### config.mk
export PLATFORM = sky130hd
export DESIGN_NAME = k_sorted_stream_sorter_top
export DESIGN_NICKNAME = d
export VERILOG_FILES = /design/src/kss_pkg.sv /design/src/kss_ram.sv /design/src/kss_min_scan.sv /design/src/k_sorted_stream_sorter_top.sv
export VERILOG_INCLUDE_DIRS = /design/src /design/src/src
export SDC_FILE = /design/constraint.sdc
export NUM_CORES = 1
export LEC_CHECK = 0
export ABC_AREA = 0
export BUFFER_PORTS_ARGS = -buffer_cell sky130_fd_sc_hd__buf_2
export CORE_UTILIZATION = 30
export CTS_BUF_LIST = sky130_fd_sc_hd__clkbuf_4 sky130_fd_sc_hd__clkbuf_8 sky130_fd_sc_hd__clkbuf_16
export CTS_CLUSTER_SIZE = 25
export DETAILED_ROUTE_END_ITERATION = 10
export MAX_ROUTING_LAYER = met4
export PLACE_DENSITY = 0.51
export SYNTH_ARGS = -nofsm -noshare
export SYNTH_HDL_FRONTEND = slang
export SYNTH_SLANG_ARGS = --single-unit
### constraint.sdc
create_clock -name clk -period 3.6 [get_ports clk]
set_input_delay 0.54 -clock clk [delete_from_list [all_inputs] [get_ports clk]]
set_output_delay 0.54 -clock clk [all_outputs]
set_load 0.02 [all_outputs]
### src/assert_macros.svh
// Assertion macros used by the top level of the sorter.
`ifndef ASSERT_MACROS_SVH
`define ASSERT_MACROS_SVH

// Check prop at every rising edge of clk outside reset.
`define ASSERT_CLK(label, prop, msg) \
	label: assert property (@(posedge clk) disable iff (!arst_n) (prop)) else $error(msg);

// Check that ante implies cons at the same rising edge of clk.
`define ASSERT_IMPL(label, ante, cons, msg) \
	label: assert property (@(posedge clk) disable iff (!arst_n) (ante) |-> (cons)) \
		else $error(msg);

`endif

### src/kss_pkg.sv
// Package of types, constants and helpers for the k-sorted stream sorter.
`default_nettype none

package kss_pkg;

	localparam int DATA_W      = 32;
	localparam int MAX_REACH   = 15;
	localparam int DEPTH       = MAX_REACH + 1;
	localparam int ADDR_W      = $clog2(DEPTH);
	localparam int CNT_W       = $clog2(DEPTH + 1);
	localparam int REACH_W     = 4;
	localparam logic [REACH_W-1:0] REACH_RESET = REACH_W'(2);

	typedef enum logic [3:0] {
		ST_IDLE = 4'b0001,
		ST_SCAN = 4'b0010,
		ST_WAIT = 4'b0100,
		ST_PICK = 4'b1000
	} state_t;

	typedef logic [DATA_W-1:0] data_t;
	typedef logic [ADDR_W-1:0] addr_t;
	typedef logic [CNT_W-1:0]  cnt_t;

	// Two's complement less-than.
	function automatic logic val_less(input data_t a, input data_t b);
		return $signed(a) < $signed(b);
	endfunction

endpackage

`default_nettype wire

### src/kss_ram.sv
// Generic single-write, single-read RAM with registered read data.
`default_nettype none

module kss_ram #(
	parameter int WIDTH = 32,
	parameter int DEPTH = 16
) (
	input  wire logic                     clk,
	input  wire logic                     we,
	input  wire logic [$clog2(DEPTH)-1:0] waddr,
	input  wire logic [WIDTH-1:0]         wdata,
	input  wire logic                     re,
	input  wire logic [$clog2(DEPTH)-1:0] raddr,
	output logic      [WIDTH-1:0]         rdata
);

	logic [WIDTH-1:0] mem_q [DEPTH];

	always_ff @(posedge clk) begin
		if (we) begin
			mem_q[waddr] <= wdata;
		end
		if (re) begin
			rdata <= mem_q[raddr];
		end
	end

endmodule

`default_nettype wire

### src/kss_min_scan.sv
// Running minimum over the entries read back from the store during a scan.
`default_nettype none

module kss_min_scan (
	input  wire logic          clk,
	input  wire logic          rd_s1,
	input  wire kss_pkg::addr_t idx_s1,
	input  wire kss_pkg::data_t rd_data,
	output kss_pkg::data_t     best_val_q,
	output kss_pkg::addr_t     best_idx_q,
	output kss_pkg::data_t     last_val_q
);

	// Restart on entry zero; keep the first of equal minima.
	always_ff @(posedge clk) begin
		if (rd_s1) begin
			last_val_q <= rd_data;
			if ((idx_s1 == '0) || kss_pkg::val_less(rd_data, best_val_q)) begin
				best_val_q <= rd_data;
				best_idx_q <= idx_s1;
			end
		end
	end

endmodule

`default_nettype wire

### src/k_sorted_stream_sorter_top.sv
// Top level of the k-sorted stream sorter: control sequencer, store and output register.
`default_nettype none
`include "assert_macros.svh"

// Usage:
//   s_axis carries the nearly sorted stream: tdata is the value, tlast ends the
//   stream and starts the flush. m_axis carries results in ascending order:
//   tdata is the value, tlast marks the last result caused by one input
//   transaction, tuser[0] marks the final result of the whole stream.
//   cfg_we/cfg_wdata set window_reach (reset 2); write it only while idle.
// Timing:
//   An input transaction is taken while the sequencer is idle. If it causes
//   no result the block is ready again on the next cycle. Each result needs
//   one read sweep of the store (one read per cycle through the single RAM
//   read port), a wait step for the last read data, and a pick step that
//   loads the output register and writes back. A flush sweeps the store once
//   for every held value.
// Reset:
//   arst_n empties the store (count to zero) and drops the output valid;
//   the RAM contents are not cleared and need no clearing pass.
// Stalls:
//   A result waits in the output register; the sequencer holds in its pick
//   step until the register is free, and input is not taken meanwhile.

module k_sorted_stream_sorter_top (
	input  wire logic        clk,
	input  wire logic        arst_n,
	// s_axis_tdata: [31:0] value
	input  wire logic        s_axis_tvalid,
	output logic             s_axis_tready,
	input  wire logic [31:0] s_axis_tdata,
	input  wire logic        s_axis_tlast,
	// m_axis_tdata: [31:0] sorted_value; m_axis_tuser: [0] stream_done
	output logic             m_axis_tvalid,
	input  wire logic        m_axis_tready,
	output logic [31:0]      m_axis_tdata,
	output logic             m_axis_tlast,
	output logic [0:0]       m_axis_tuser,
	input  wire logic        cfg_we,
	input  wire logic [3:0]  cfg_wdata
);

	kss_pkg::state_t                 state_q;
	kss_pkg::cnt_t                   held_count_q;
	logic [kss_pkg::REACH_W-1:0]     reach_q;
	logic                            flush_q;
	kss_pkg::addr_t                  rd_idx_q;
	logic                            rd_s1;
	kss_pkg::addr_t                  idx_s1;
	logic                            out_valid_q;
	kss_pkg::data_t                  out_data_q;
	logic                            out_last_q;
	logic                            out_done_q;

	kss_pkg::data_t                  rd_data;
	kss_pkg::data_t                  best_val_q;
	kss_pkg::addr_t                  best_idx_q;
	kss_pkg::data_t                  last_val_q;

	logic                            in_fire;
	logic                            out_free;
	logic                            pick_fire;
	logic                            ram_we;
	kss_pkg::addr_t                  ram_waddr;
	kss_pkg::data_t                  ram_wdata;
	logic                            ram_re;
	kss_pkg::cnt_t                   cnt_inc;
	kss_pkg::cnt_t                   cnt_dec;
	logic                            scan_end;
	logic                            fin;

	assign s_axis_tready = (state_q == kss_pkg::ST_IDLE);
	assign in_fire       = s_axis_tvalid && s_axis_tready;
	assign out_free      = !out_valid_q || m_axis_tready;
	assign pick_fire     = (state_q == kss_pkg::ST_PICK) && out_free;

	assign cnt_inc  = held_count_q + kss_pkg::CNT_W'(1);
	assign cnt_dec  = held_count_q - kss_pkg::CNT_W'(1);
	// Last entry of the sweep is the one at count minus one.
	assign scan_end = (rd_idx_q == cnt_dec[kss_pkg::ADDR_W-1:0]);
	assign fin      = (cnt_dec == '0);

	// Insert at the tail on input; fill the hole left by the minimum with the
	// tail entry on pick. Order within the store does not matter.
	always_comb begin
		ram_we    = 1'b0;
		ram_waddr = held_count_q[kss_pkg::ADDR_W-1:0];
		ram_wdata = s_axis_tdata;
		if (in_fire) begin
			ram_we = 1'b1;
		end else if (pick_fire) begin
			ram_we    = 1'b1;
			ram_waddr = best_idx_q;
			ram_wdata = last_val_q;
		end
	end

	assign ram_re = (state_q == kss_pkg::ST_SCAN);

	kss_ram #(
		.WIDTH(kss_pkg::DATA_W),
		.DEPTH(kss_pkg::DEPTH)
	) u_store (
		.clk  (clk),
		.we   (ram_we),
		.waddr(ram_waddr),
		.wdata(ram_wdata),
		.re   (ram_re),
		.raddr(rd_idx_q),
		.rdata(rd_data)
	);

	kss_min_scan u_min (
		.clk       (clk),
		.rd_s1     (rd_s1),
		.idx_s1    (idx_s1),
		.rd_data   (rd_data),
		.best_val_q(best_val_q),
		.best_idx_q(best_idx_q),
		.last_val_q(last_val_q)
	);

	// Sequencer: take an item, sweep the store, emit the minimum; repeat until empty during a flush.
	always_ff @(posedge clk or negedge arst_n) begin
		if (!arst_n) begin
			state_q      <= kss_pkg::ST_IDLE;
			held_count_q <= '0;
			flush_q      <= 1'b0;
			rd_idx_q     <= '0;
			rd_s1        <= 1'b0;
		end else begin
			rd_s1 <= (state_q == kss_pkg::ST_SCAN);
			unique case (state_q)
				kss_pkg::ST_IDLE: begin
					if (in_fire) begin
						held_count_q <= cnt_inc;
						flush_q      <= s_axis_tlast;
						rd_idx_q     <= '0;
						// Emit once the count exceeds the reach, or on the last item.
						if (s_axis_tlast ||
						    (cnt_inc > kss_pkg::CNT_W'(reach_q))) begin
							state_q <= kss_pkg::ST_SCAN;
						end
					end
				end
				kss_pkg::ST_SCAN: begin
					if (scan_end) begin
						state_q <= kss_pkg::ST_WAIT;
					end else begin
						rd_idx_q <= rd_idx_q + kss_pkg::ADDR_W'(1);
					end
				end
				kss_pkg::ST_WAIT: begin
					state_q <= kss_pkg::ST_PICK;
				end
				kss_pkg::ST_PICK: begin
					if (out_free) begin
						held_count_q <= cnt_dec;
						rd_idx_q     <= '0;
						if (flush_q && !fin) begin
							state_q <= kss_pkg::ST_SCAN;
						end else begin
							state_q <= kss_pkg::ST_IDLE;
							flush_q <= 1'b0;
						end
					end
				end
				default: begin
					state_q <= kss_pkg::ST_IDLE;
				end
			endcase
		end
	end

	always_ff @(posedge clk) begin
		idx_s1 <= rd_idx_q;
	end

	// Configuration register.
	always_ff @(posedge clk or negedge arst_n) begin
		if (!arst_n) begin
			reach_q <= kss_pkg::REACH_RESET;
		end else if (cfg_we) begin
			reach_q <= cfg_wdata;
		end
	end

	// Output register: hold until taken, load on pick.
	always_ff @(posedge clk or negedge arst_n) begin
		if (!arst_n) begin
			out_valid_q <= 1'b0;
		end else if (pick_fire) begin
			out_valid_q <= 1'b1;
		end else if (m_axis_tready) begin
			out_valid_q <= 1'b0;
		end
	end

	always_ff @(posedge clk) begin
		if (pick_fire) begin
			out_data_q <= best_val_q;
			out_last_q <= !flush_q || fin;
			out_done_q <= flush_q && fin;
		end
	end

	assign m_axis_tvalid   = out_valid_q;
	assign m_axis_tdata    = out_data_q;
	assign m_axis_tlast    = out_last_q;
	assign m_axis_tuser[0] = out_done_q;

	`ASSERT_CLK(a_count_range, held_count_q <= kss_pkg::CNT_W'(kss_pkg::DEPTH),
		"held count above store depth")
	`ASSERT_IMPL(a_pick_nonempty, state_q == kss_pkg::ST_PICK, held_count_q != '0,
		"pick with empty store")
	`ASSERT_IMPL(a_done_is_last, m_axis_tvalid && m_axis_tuser[0], m_axis_tlast,
		"stream done without run last")
	`ASSERT_CLK(a_no_overwrite, !(pick_fire && out_valid_q && !m_axis_tready),
		"output register overwritten while stalled")

endmodule

`default_nettype wire
# After elaboration in Yosys (flattened, before gate mapping)
# Memories as Yosys holds them, arrays and structs flattened. A register that Yosys moved wholly into a read port is not among the register bits.
# Index checks and enable logic that the tools add are counted.
[totals] register_bits=126 mem_bits_rw=512 inputBits=42 output_inout_bits=36 n_memories=1
[op_classes] addsub=3 magnitude_cmp=2 n_eq_ne=11 mux=27 reduce_logical=21
[mem_list] memory="u_store.mem_q" depth=16 width=32 read_ports=1 rd_ports_with_merged_regs=1 wr=1 line_no="kss_ram.sv:17" source="logic [WIDTH-1:0] mem_q [DEPTH];"
[op_table] cell="$mux 32" n=2
[op_table] cell="$mux 4" n=9
[op_table] cell="$lt 32x32->1" n=1
[op_table] cell="$pmux 4 s4" n=1
[op_table] cell="$pmux 4 s3" n=1
[op_table] cell="$reduce_and 4->1" n=3
[op_table] cell="$mux 5" n=2
[op_table] cell="$pmux 5 s2" n=1
[op_table] cell="$mux 1" n=9
[op_table] cell="$ne 2x1->1 const B" n=3
[op_table] cell="$ne 2x2->1 const B" n=3
[op_table] cell="$add 5x1->5 const B" n=1
[op_table] cell="$gt 5x4->1" n=1
[op_table] cell="$logic_not 5->1" n=1
[op_table] cell="$sub 5x1->5 const B" n=1
[op_table] cell="$add 4x1->4 const B" n=1
[op_table] cell="$eq 4x1->1 const B" n=1
[op_table] cell="$eq 4x2->1 const B" n=1
[op_table] cell="$eq 4x3->1 const B" n=1
[op_table] cell="$eq 4x4->1" n=1
[op_table] cell="$eq 4x4->1 const B" n=1
[op_table] cell="$logic_and 1x1->1" n=4
[op_table] cell="$logic_not 4->1" n=1
[op_table] cell="$logic_or 1x1->1" n=4
[op_table] cell="other kinds (7)" n=10

# Longest topological paths before layout
# Gate-level depths: netlist (run 1).
[logic_depth] ltp_word=7 ltp_mapped=10

# Hierarchy
# From an unflattened synthesis (run 1), not the netlist that was laid out.
[unflattened] hier_cells=1247 hier_area_um2=25904.8
[by_module_without_submodules] mod="kss_ram" instances=1 cells_each=838 area_each_um2=20155.6 seq_area_each_um2=16335.7
[by_module_without_submodules] mod="k_sorted_stream_sorter_top" instances=1 cells_each=224 area_each_um2=2877.8 seq_area_each_um2=1604.0
[by_module_without_submodules] mod="kss_min_scan" instances=1 cells_each=185 area_each_um2=2871.5 seq_area_each_um2=2042.0

# Worst setup path after synthesis (run 1)
# Ideal clock, no wire load.
[synth_path] kind="register -> register" from="reg state_q[0]" to="mem u_store.mem_q[1][0], enable pin" arrival_time_ns=3.143 required_ns=3.179 setup_slack_ns=0.035 stages_incl_launch_ff=7 n_path_buf=1 cell_sequence="dfstp_2 > or4b_4 > inv_1 > and2_1 > buf_6 > a32oi_1 > nor2_1"
[synth_via] word_cells_on_any_way=10
[synth_rtl] item="start: declaration" line_no="k_sorted_stream_sorter_top.sv:43" source="kss_pkg::state_t state_q;"
[synth_rtl] item="start signal: assignment" line_no="k_sorted_stream_sorter_top.sv:126" source="state_q <= kss_pkg::ST_IDLE;"
[synth_rtl] item="start signal: assignment" line_no="k_sorted_stream_sorter_top.sv:142" source="state_q <= kss_pkg::ST_SCAN;"
[synth_rtl] item="start signal: assignment" line_no="k_sorted_stream_sorter_top.sv:148" source="state_q <= kss_pkg::ST_WAIT;"
[synth_rtl] item="$eq 4x1->1 *" line_no="k_sorted_stream_sorter_top.sv:72" source="assign s_axis_tready = (state_q == kss_pkg::ST_IDLE);"
[synth_rtl] item="named net s_axis_tready" line_no="k_sorted_stream_sorter_top.sv:30" source="output logic s_axis_tready,"
[synth_rtl] item="$logic_and 1x1->1 *" line_no="k_sorted_stream_sorter_top.sv:73" source="assign in_fire = s_axis_tvalid && s_axis_tready;"
[synth_rtl] item="$mux 1" line_no="k_sorted_stream_sorter_top.sv:89" source="if (in_fire) begin"
[synth_rtl] item="$mux 1" line_no="kss_ram.sv:20" source="if (we) begin"
[synth_rtl] item="$mux 1 (not written as such)" line_no="kss_ram.sv:21" source="mem_q[waddr] <= wdata;"
[synth_rtl] item="end: declaration" line_no="kss_ram.sv:17"
# The timed path passes the listed nets; every way through them passes the cells marked *.

# Worst setup path after layout (run 1)
[layout_path] from="reg u_store.rdata[15] (read register of u_store.mem_q)" to="reg u_min.best_idx_q[0], enable pin"
[layout_via] elab_chain_len=3
[layout_rtl] item="start: declaration" line_no="kss_ram.sv:14" source="output logic [WIDTH-1:0] rdata"
[layout_rtl] item="$lt 32x32->1" line_no="kss_pkg.sv:27" source="return $signed(a) < $signed(b);"
[layout_rtl] item="$logic_or 1x1->1" line_no="kss_min_scan.sv:18" source="if ((idx_s1 == '0) || kss_pkg::val_less(rd_data, best_val_q)) begin"
[layout_rtl] item="$reduce_and 2->1 (no line)"
[layout_rtl] item="end signal: assignment" line_no="kss_min_scan.sv:20" source="best_idx_q <= idx_s1;"
[layout_rtl] item="end: declaration" line_no="kss_min_scan.sv:10" source="output kss_pkg::addr_t best_idx_q,"
# No other way between the ends.
# A chain may end at the register's enable or synchronous reset.

==> run metrics, run 1 <==
I/O pins=between 70 and 80; Synth cell types=60; critical path's slowest cell=nor4_1; area leader, netlist=edfxtp_1; Synth async-reset ratio=~3.0%; via density per instance=4.86; PnR worst setup slack=0.535 ns; endpoints failing hold=0; Fill cells=8,192; delay-heaviest family, CP=compound AO/OA/AOI/OAI gates; post-synthesis adder-cell area fraction=1.86%; CP arrival=3.41 ns; most used cell, CP=buf_4; Hold Startpoint=cfg_wdata[2]; reg2reg path depth=9; Fin Setup TNS=0 ns; first-pass GRT wire length=~98,000 µm; Initial Util=30.3%; Detail Route Antenna Nets=0; Layout Nets=1,721; CP Launch Type=flop; post-cts sizing count=0; number of CTS-inserted buffers=74; CTS Root Cell=clkbuf_16; Post-Synth XOR/XNOR Area=0.585%; clk buf depth=3; Post-Layout Inst Area=31,000 µm²; post-synthesis sequential area ratio=76.0%; post-layout min period=~3.1 ns; Peak VDD IR=between 0.3 and 0.4 mV; Synth Area in Simple Gates=approximately 4%; DRC violations left=0; worst clock skew=roughly 0.028 ns; Cell Chain, Critical Path=ha_1, nand2_1, nor4_1, a32oi_1, a2111oi_0, buf_4, nand3_1, o2111a_2, buf_4; gr usage total=15.6%; DRT iter0 DRCs=1,096; number of enable flip-flop cells after synthesis=roughly 650; Pre-antenna DRT Iters=5; Hold Crit Depth=3; routed wire length=67,200 µm; CP bufs+invs=2; Place WS=0.506 ns; crit path from=u_store.rdata[15]; HPWL Detailed=41,200 µm; critical path type=flop to flop; postcts setup bufs=0; post-synthesis compound-gate area fraction=5.15%; largest net degree at the start of global routing=40; Worst R2R End=u_min.best_idx_q[0]; final period utilization=85.1%; vias in the first global route=14,300; worst endpoint required time=3.95 ns; Avg WL per Cell=23.6 µm; most common flop cell mapped by yosys=edfxtp_1; worst-path maximum fanout=12; via count=around 14,000; DIE HEIGHT=between 200 and 300 µm; Reg2Reg Setup Slack=about 0.54 ns; final setup violation count=0; placed cell areas=28,600 µm²; top-area cell type share of the netlist area=between 70% and 80%; Core Util, Final=35.7%; area delta synth->final=17.7%; synth top area cells=edfxtp_1, mux4_2, mux2i_1; core area=86,800 µm²; Rel. slew slack=a little under a third; R2R Path Start=u_store.rdata[15]; share of cells above drive strength 1=between 20 and 25%; diodes inserted=0; top cells by count, synth=edfxtp_1, nand2_1, mux2i_1, o21ai_0, mux4_2; Die Outline Area=88,900 µm²; PortBufs=77; CTS tree=built; most frequent cell after synthesis=edfxtp_1; die width=~300 µm; Critical Path Max Stage Delay=0.52 ns; Worst Max-Slew Pin Slew=about 1.0 ns; hold crit path type=primary input to flop; power per standard cell area=733 nW/µm²; Site Rows=108; Synth Instances=1,485; status=finished clean; Placer Congestion=between 0.8 and 0.9; Leak Pwr=approximately 0.011 µW; htree depth=3; CTS clk-pin slew, worst paths=about 0.060 ns; total gr overflow=0; largest family of logic cells by synthesized area=multiplexers; Slew Viols, Final=0; clock latency on the worst-skew pair=0.62 ns; mux share of post-synthesis cell area=a little over a tenth; syn nets=approximately 1,600; Hold Path Sink=reach_q[2]; syn_area_per_cell=17.7 µm²; Setup crit end kind=flop; maximum operating frequency=326 MHz; initial antenna violation count=2; synthesized area=26,300 µm²; Synth Register Bits=670; clk sinks=670; max_cap viols=0; RSZ-0062 raised after global routing=false; synth warn=0
==> placed cells by master (no fill, tap or decap), types with 3 or more instances in the layout <==
cell,Yosys,layout
a21oi_1,49,49
a221oi_1,34,34
a22oi_1,33,33
a31oi_1,8,8
buf_12,0,11
buf_2,26,77
buf_4,3,57
bufinv_16,0,6
clkbuf_16,0,75
clkbuf_4,1,9
clkinv_1,0,23
clkinv_2,0,13
dfrtp_1,18,14
dfxtp_1,4,4
edfxtp_1,646,646
ha_1,39,39
inv_1,43,42
mux2_2,24,24
mux2i_1,106,106
mux4_2,64,64
nand2_1,168,168
nand2b_1,3,3
nand3_1,8,8
nand4_1,4,4
nor2_1,30,14
nor2_4,1,17
nor3_1,7,7
nor3b_1,3,3
o21a_1,3,3
o21ai_0,71,71
xnor2_1,10,10
xor2_1,5,5
==> layer usage <==
| metal | wire length, µm | GRT usage [%] |
|---|---|---|
| met1 | 30300 | 21.1 |
| met2 | 32000 | 24.3 |
| met3 | 3790 | 2.46 |
| met4 | 1150 | 4.11 |
| met5 | 0 | - |
==> final cells by class <==
| type | count | area, µm² | area share, % |
|---|---|---|---|
| multi-input combinational | 704 | 5970 | 19.3 |
| clock buffer | 84 | 1940 | 6.28 |
| inverter | 44 | 166 | 0.537 |
| clock inverter | 47 | 408 | 1.32 |
| sequential | 670 | 20000 | 64.5 |
| tap | 1155 | 1450 | 4.67 |
| timing repair buffer | 146 | 1040 | 3.37 |
==> registers in the layout (all words and copies together) (netlist names) <==
signal / count
u_store.mem_q: 512
m_axis_tdata: 32
u_min.best_val_q: 32
u_min.last_val_q: 32
u_store.rdata: 32
held_count_q: 5
idx_s1: 4
rd_idx_q: 4
reach_q: 4
state_q: 4
u_min.best_idx_q: 4
flush_q: 1
m_axis_tlast: 1
m_axis_tuser: 1
m_axis_tvalid: 1
rd_s1: 1
==> worst max path at each step <==
stage / to / cells after the start
6_report: u_min.best_idx_q[0] / 9
2_1_floorplan: u_store.mem_q[1][0] / 6
4_1_cts: u_min.best_idx_q[2] / 9
3_5_place_dp: u_min.best_val_q[27] / 9
5_1_grt: u_min.best_idx_q[2] / 9
3_3_place_gp: u_min.best_val_q[26] / 9
==> power breakdown <==
group          internal [µW]  switching (µW)
Combinational           2080            3000
Sequential              9620             653
Clock                   4310            3030
Total                  16000            6680
==> cell families (layout without fill, tap and decap cells) <==
family / after synthesis / count (layout)
compound gates: 211 / 211
flops: 670 / 670
fa+ha+maj: 39 / 39
mux: 194 / 194
xor+xnor: 16 / 16
simple gates: 244 / 244
buf+inv: 111 / 321
==> worst min-delay path, delay by kind of cell <==
family,cells,cell delay (ns)
buffers and inverters,1,0.07
and+or+nand+nor,1,0.04
AOI/OAI and AO/OA,1,0.06
==> through the flow <==
stage	instances	power, µW	hold WS [ns]
global route	2850	23700	0.135
CTS	2850	23000	0.115
global placement	2718	15500	0.405
finish	2850	22700	0.146
detailed placement	2718	15600	0.424
floorplan	1485	13600	0.244
==> timing repair <==
| item | CTS | global route |
|---|---|---|
| hold buffers | 1 | 0 |
| endpoints found under the setup margin | 0 | 0 |
| endpoints found under the hold margin | 18 | 0 |
Note: power is estimated with default switching activity, not from simulation.
==> run 2, diff against run 1 <==
--- a/config.mk
+++ b/config.mk
@@ -13,7 +13,7 @@
 export CTS_CLUSTER_SIZE = 25
 export DETAILED_ROUTE_END_ITERATION = 10
 export MAX_ROUTING_LAYER = met4
-export PLACE_DENSITY = 0.51
+export PLACE_DENSITY = 0.49
 export SYNTH_ARGS = -nofsm -noshare
 export SYNTH_HDL_FRONTEND = slang
 export SYNTH_SLANG_ARGS = --single-unit
==> constraint.sdc (replaced) <==
create_clock -name clk -period 3.5 [get_ports clk]
set_input_delay 0.525 -clock clk [delete_from_list [all_inputs] [get_ports clk]]
set_output_delay 0.525 -clock clk [all_outputs]
set_load 0.02 [all_outputs]
==> run 2 against run 1 <==
Combinational power is 3% higher. Global-route usage is 0.24 points lower. Clock power is 8.4% higher. Cell area is 0.91% higher. Critical path depth is 1 lower. Utilization is 0.32 points higher. Final cell count is 0.25% higher. Critical endpoint is now u_min.best_val_q[27]. Largest power group unchanged.
==> run metrics, run 2 (same netlist as run 1, synthesis figures left out) <==
maximum operating frequency=326 MHz; initial antenna violation count=4; total gr overflow=0; Gate power share=22.0%; number of CTS-inserted buffers=73; commonest non-fill, non-tap cell in the layout=edfxtp_1; area delta synth->final=18.8%; Pint=between 15,000 and 20,000 µW; die width=298 µm; CP bufs+invs=1; Cell Chain, Critical Path=ha_1, o21ai_0, o21ai_0, a32oi_1, a2111oi_0, nand3_1, o2111a_2, buf_12; RSZ-0062 raised after global routing=false; postcts setup bufs=0; HPWL Detailed=around 40,000 µm; Initial Util=30.3%; core area=86,800 µm²; post-cts sizing count=0; Slew Viols, Final=0; Core Util, Final=36.0%; Rel. slew slack=between 30 and 40%; routed wire length=66,000 µm; max_cap viols=0; Clk pwr share=33.5%; Net Sw Power=6880 µW; Pre-antenna DRT Iters=5; Post-Layout Inst Area=approximately 31,000 µm²; status=finished clean; final period utilization=87.8%; Die Outline Area=88,900 µm²; Flop pwr share=44.5%; Layout Nets=1,723; worst endpoint required time=around 3.8 ns; area of the multi-input gates=approximately 6000 µm²; final setup violation count=0; largest net degree at the start of global routing=56; Placer Congestion=0.777; placed cell areas=28,700 µm²; clk buf depth=3; Peak VDD IR=0.309 mV; via density per instance=between 4 and 5; I/O pins=78; most used cell, CP=o21ai_0; CTS tree=built; htree depth=3; storage element area=20,000 µm²; Sw Share=29.0%; first-pass GRT wire length=96,300 µm; CTS Root Cell=clkbuf_16; hold crit path type=primary input to flop; CP arrival=3.41 ns; delay-heaviest family, CP=compound AO/OA/AOI/OAI gates; endpoints failing hold=0; Fill cells=8,135; placed cell count=2,721; critical path type=flop to flop; worst clock skew=roughly 0.028 ns; Site Rows=108; post-layout min period=3.07 ns; highest-count cells in the layout ignoring fill and taps=edfxtp_1, nand2_1, mux2i_1; Setup crit end kind=flop; clk sinks=670; Worst Max-Slew Pin Slew=1.01 ns; Fin Setup TNS=0 ns; Critical Path Max Stage Delay=0.64 ns; CTS clk-pin slew, worst paths=around 0.060 ns; DRT iter0 DRCs=1,058; critical path's slowest cell=a2111oi_0; share of cells above drive strength 1=23.1%; CP Launch Type=flop; Avg WL per Cell=23.1 µm; via count=approximately 14,000; max reg flops=512; worst-path maximum fanout=36; Reg with most FFs=u_store.mem_q; DRC violations left=0; vias in the first global route=14,000; Final Hold Slack=0.134 ns; DIE HEIGHT=298 µm; clock latency on the worst-skew pair=0.62 ns; Leak Pwr=0.0107 µW; Detail Route Antenna Nets=0; Post-Layout Cell Count=2,857; PortBufs=77; gr usage total=15.3%; power per standard cell area=761 nW/µm²
run 2: worst paths after layout:
| kind | to | startpoint | slack [ns] | cells past startpoint |
|---|---|---|---|---|
| setup / recovery | u_min.best_val_q[27] | u_store.rdata[2] | 0.43 | 8 |
| hold / removal | reach_q[2] | cfg_wdata[2] | 0.13 | 3 |
| setup reg to reg | u_min.best_val_q[27] | u_store.rdata[2] | 0.43 | 8 |
| hold reg to reg | u_min.best_idx_q[3] | idx_s1[3] | 0.44 | 0 |
| max in group asynchronous | rd_s1 | arst_n | 2.71 | 2 |
| min in group asynchronous | rd_idx_q[2] | arst_n | 0.42 | 2 |
run 2: what timing repair did:
item | CTS | global route
endpoints found under the hold margin | 18 | 0
hold buffers | 1 | 0
setup endpoints to repair | 0 | 0
run 2: layout make-up:
class                   count  share of cell area (%)
flip-flops and latches    670                    64.0
multi-input cells         704                    19.1
clock buffers              92                    6.42
well taps                1155                    4.62
repair buffers            149                    3.77
clock inverters            42                    1.57
inverters                  44                   0.532
diodes                      1                 0.00801
run 2: worst register-to-register path, stage by stage, from the launching register on:
cell and delay, ns:
edfxtp_1 0.55, ha_1 0.35, o21ai_0 0.06, o21ai_0 0.37
a32oi_1 0.29, a2111oi_0 0.64, nand3_1 0.15, o2111a_2 0.20
buf_12 0.19
run 2: stage by stage:
stage	setup slack, ns	power, µW
floorplan	-0.0645	13900
global placement	0.372	16000
detailed placement	0.353	16000
CTS	0.338	24100
global route	0.266	24800
finish	0.429	23800
run 2: per-layer routing:
layer	up-vias	GRT usage, %	wire, µm
met5	-	-	0
met4	0	4.58	1270
met3	88	2.57	3120
met2	307	23.7	31300
met1	7180	20.7	30400
li1	6164	-	-
run 2: power groups by stage:
| stage | sequential, µW | clock, µW | combinational [µW] |
|---|---|---|---|
| floorplan | 10300 | 0 | 3610 |
| global placement | 10700 | 0 | 5280 |
| detailed placement | 10700 | 0 | 5310 |
| CTS | 10600 | 8170 | 5320 |
| global route | 10700 | 8450 | 5720 |
| finish | 10600 | 7960 | 5240 |
==> run 3, diff against run 2 <==
--- a/config.mk
+++ b/config.mk
@@ -13,7 +13,7 @@
 export CTS_CLUSTER_SIZE = 25
 export DETAILED_ROUTE_END_ITERATION = 10
 export MAX_ROUTING_LAYER = met4
-export PLACE_DENSITY = 0.49
+export PLACE_DENSITY = 0.5
 export SYNTH_ARGS = -nofsm -noshare
 export SYNTH_HDL_FRONTEND = slang
 export SYNTH_SLANG_ARGS = --single-unit
==> run 3 against run 2 <==
Clock-buffer cell count unchanged. Die area did not move. Flip-flop and latch count is the same. Hold slack better by 0.021 ns. Critical path type unchanged.
==> run metrics, run 3 (same netlist as run 1, synthesis figures left out) <==
final setup violation count=0; gr busiest metal=met2; worst endpoint required time=3.83 ns; core area=86,800 µm²; storage element area=20,000 µm²; first-pass GRT wire length=around 96,000 µm; area delta synth->final=18.0%; crit path from=u_store.rdata[1]; htree depth=3; highest-count cells in the layout ignoring fill and taps=edfxtp_1, nand2_1, mux2i_1; via count=13,700; Site Rows=between 100 and 150; Critical Path Max Stage Delay=between 0.5 and 0.6 ns; power per standard cell area=between 700 and 800 nW/µm²; I/O pins=78; maximum operating frequency=321 MHz; reg2reg path depth=8; Avg WL per Cell=22.8 µm; post-cts sizing count=0; max_cap viols=0; via density per instance=roughly 4.8; critical path type=flop to flop; Leak Pwr=0.0105 µW; clock latency on the worst-skew pair=0.60 ns; vias in the first global route=~14,000; largest net degree at the start of global routing=62; CP bufs+invs=1; clk sinks=670; Critical Path End=u_min.best_val_q[13]; Placer Congestion=around 0.76; met3 track demand over resource=2.36%; PortBufs=77; commonest non-fill, non-tap cell in the layout=edfxtp_1; share of cells above drive strength 1=22.3%; Cell Chain, Critical Path=ha_1, o21ai_0, o21ai_0, a32oi_1, a2111oi_0, nand3_1, o2111a_2, buf_12; worst clock skew=0.0184 ns; Reg with most FFs=u_store.mem_q; worst-path maximum fanout=36; Layout Nets=roughly 1,700; initial antenna violation count=1; Die Outline Area=88,900 µm²; diodes inserted=0; number of CTS-inserted buffers=72; Peak VDD IR=0.400 mV; endpoints failing hold=0; HPWL Detailed=just over 40,000 µm; DIE HEIGHT=298 µm; Fill cells=between 8,000 and 9,000; post-layout min period=3.12 ns; Detail Route Antenna Nets=0; delay-heaviest family, CP=compound AO/OA/AOI/OAI gates; Crit path depth=8; Final Hold Slack=0.155 ns; Rel. slew slack=29.3%; routed wire length=64,700 µm; Fin Setup TNS=0 ns; Worst R2R End=u_min.best_val_q[13]; Worst Max-Slew Pin Slew=1.06 ns; die width=between 200 and 300 µm; CTS Root Cell=clkbuf_16; DRT iter0 DRCs=950; CP arrival=3.45 ns; CTS tree=built; critical path's slowest cell=a2111oi_0; R2R Path Start=u_store.rdata[1]; clk buf depth=3; Initial Util=30.3%; CTS clk-pin slew, worst paths=0.06 ns; GRT met2 Usage=23.8%; gr usage total=15.1%; hold crit path type=primary input to flop; status=finished clean; area of the multi-input gates=around 6000 µm²; most used cell, CP=o21ai_0; Slew Viols, Final=0; met1 Usage GRT=20.3%; Reg2Reg Setup Slack=0.38 ns; DRC violations left=0; Setup crit end kind=flop; total gr overflow=0; RSZ-0062 raised after global routing=false; CP Launch Type=flop; Pre-antenna DRT Iters=5; final period utilization=89.1%; max reg flops=just over 500
[run 3: changes by cell type in the layout (fill, tap and decap cells not counted), sizes merged]
| cell | previous run | this run |
|---|---|---|
| buf | 148 | 138 |
| bufinv | 10 | 4 |
| inv | 47 | 44 |
| diode | 1 | 0 |
[run 3: how the worst min path moves through the flow]
stage	endpoint	start	cells after the start	slack (ns)
final	reach_q[3]	cfg_wdata[3]	3	0.15
after global routing	flush_q	s_axis_tlast	3	0.16
after CTS	reach_q[3]	cfg_wdata[3]	3	0.12
after detailed placement	u_min.best_idx_q[2]	idx_s1[2]	0	0.41
after global placement	u_min.best_idx_q[2]	idx_s1[2]	0	0.40
after floorplan	flush_q	arst_n	0	0.23
[run 3: metal layers]
metal / wire [µm] / vias up
met4: 1030 / 0
met2: 31100 / 315
met5: 0 / -
li1: - / 6143
met3: 2860 / 65
met1: 29700 / 7163
[run 3: per-stage QoR]
stage | worst slack (ns) | instance area (µm²) | cells | power [µW] | utilization (%)
after floorplan | -0.0645 | 26300 | 1485 | 13900 | -
after global placement | 0.253 | 28700 | 2711 | 15900 | 33.1
after detailed placement | 0.287 | 28700 | 2711 | 16000 | 33.1
after CTS | 0.270 | 31000 | 2837 | 23400 | 35.8
after global routing | 0.107 | 31000 | 2837 | 24200 | 35.8
final | 0.380 | 31000 | 2837 | 23100 | 35.8
[run 3: timing repair]
| item | 4_1_cts | 5_1_grt |
|---|---|---|
| hold endpoints to repair | 18 | 0 |
| setup buffers | 0 | 0 |
| hold buffers | 1 | 0 |
[run 3: final cells by class]
| cell class | count | share of cell area, % |
|---|---|---|
| flip-flops and latches | 670 | 64.4 |
| clock buffers | 92 | 6.52 |
| multi-input cells | 704 | 19.3 |
| well taps | 1155 | 4.66 |
| inverters | 44 | 0.536 |
| clock inverters | 33 | 0.887 |
| repair buffers | 139 | 3.72 |
[run 3: report_power, final]
part | leakage [µW] | internal, µW | switching, µW
clock | 0.00115 | 4380 | 3020
sequential | 0.00611 | 9890 | 650
combinational | 0.00327 | 2140 | 3030
[run 3: worst min-delay path: stages]
cell and delay (ns):
buf_2 0.08, nand2_1 0.04, o21ai_0 0.06
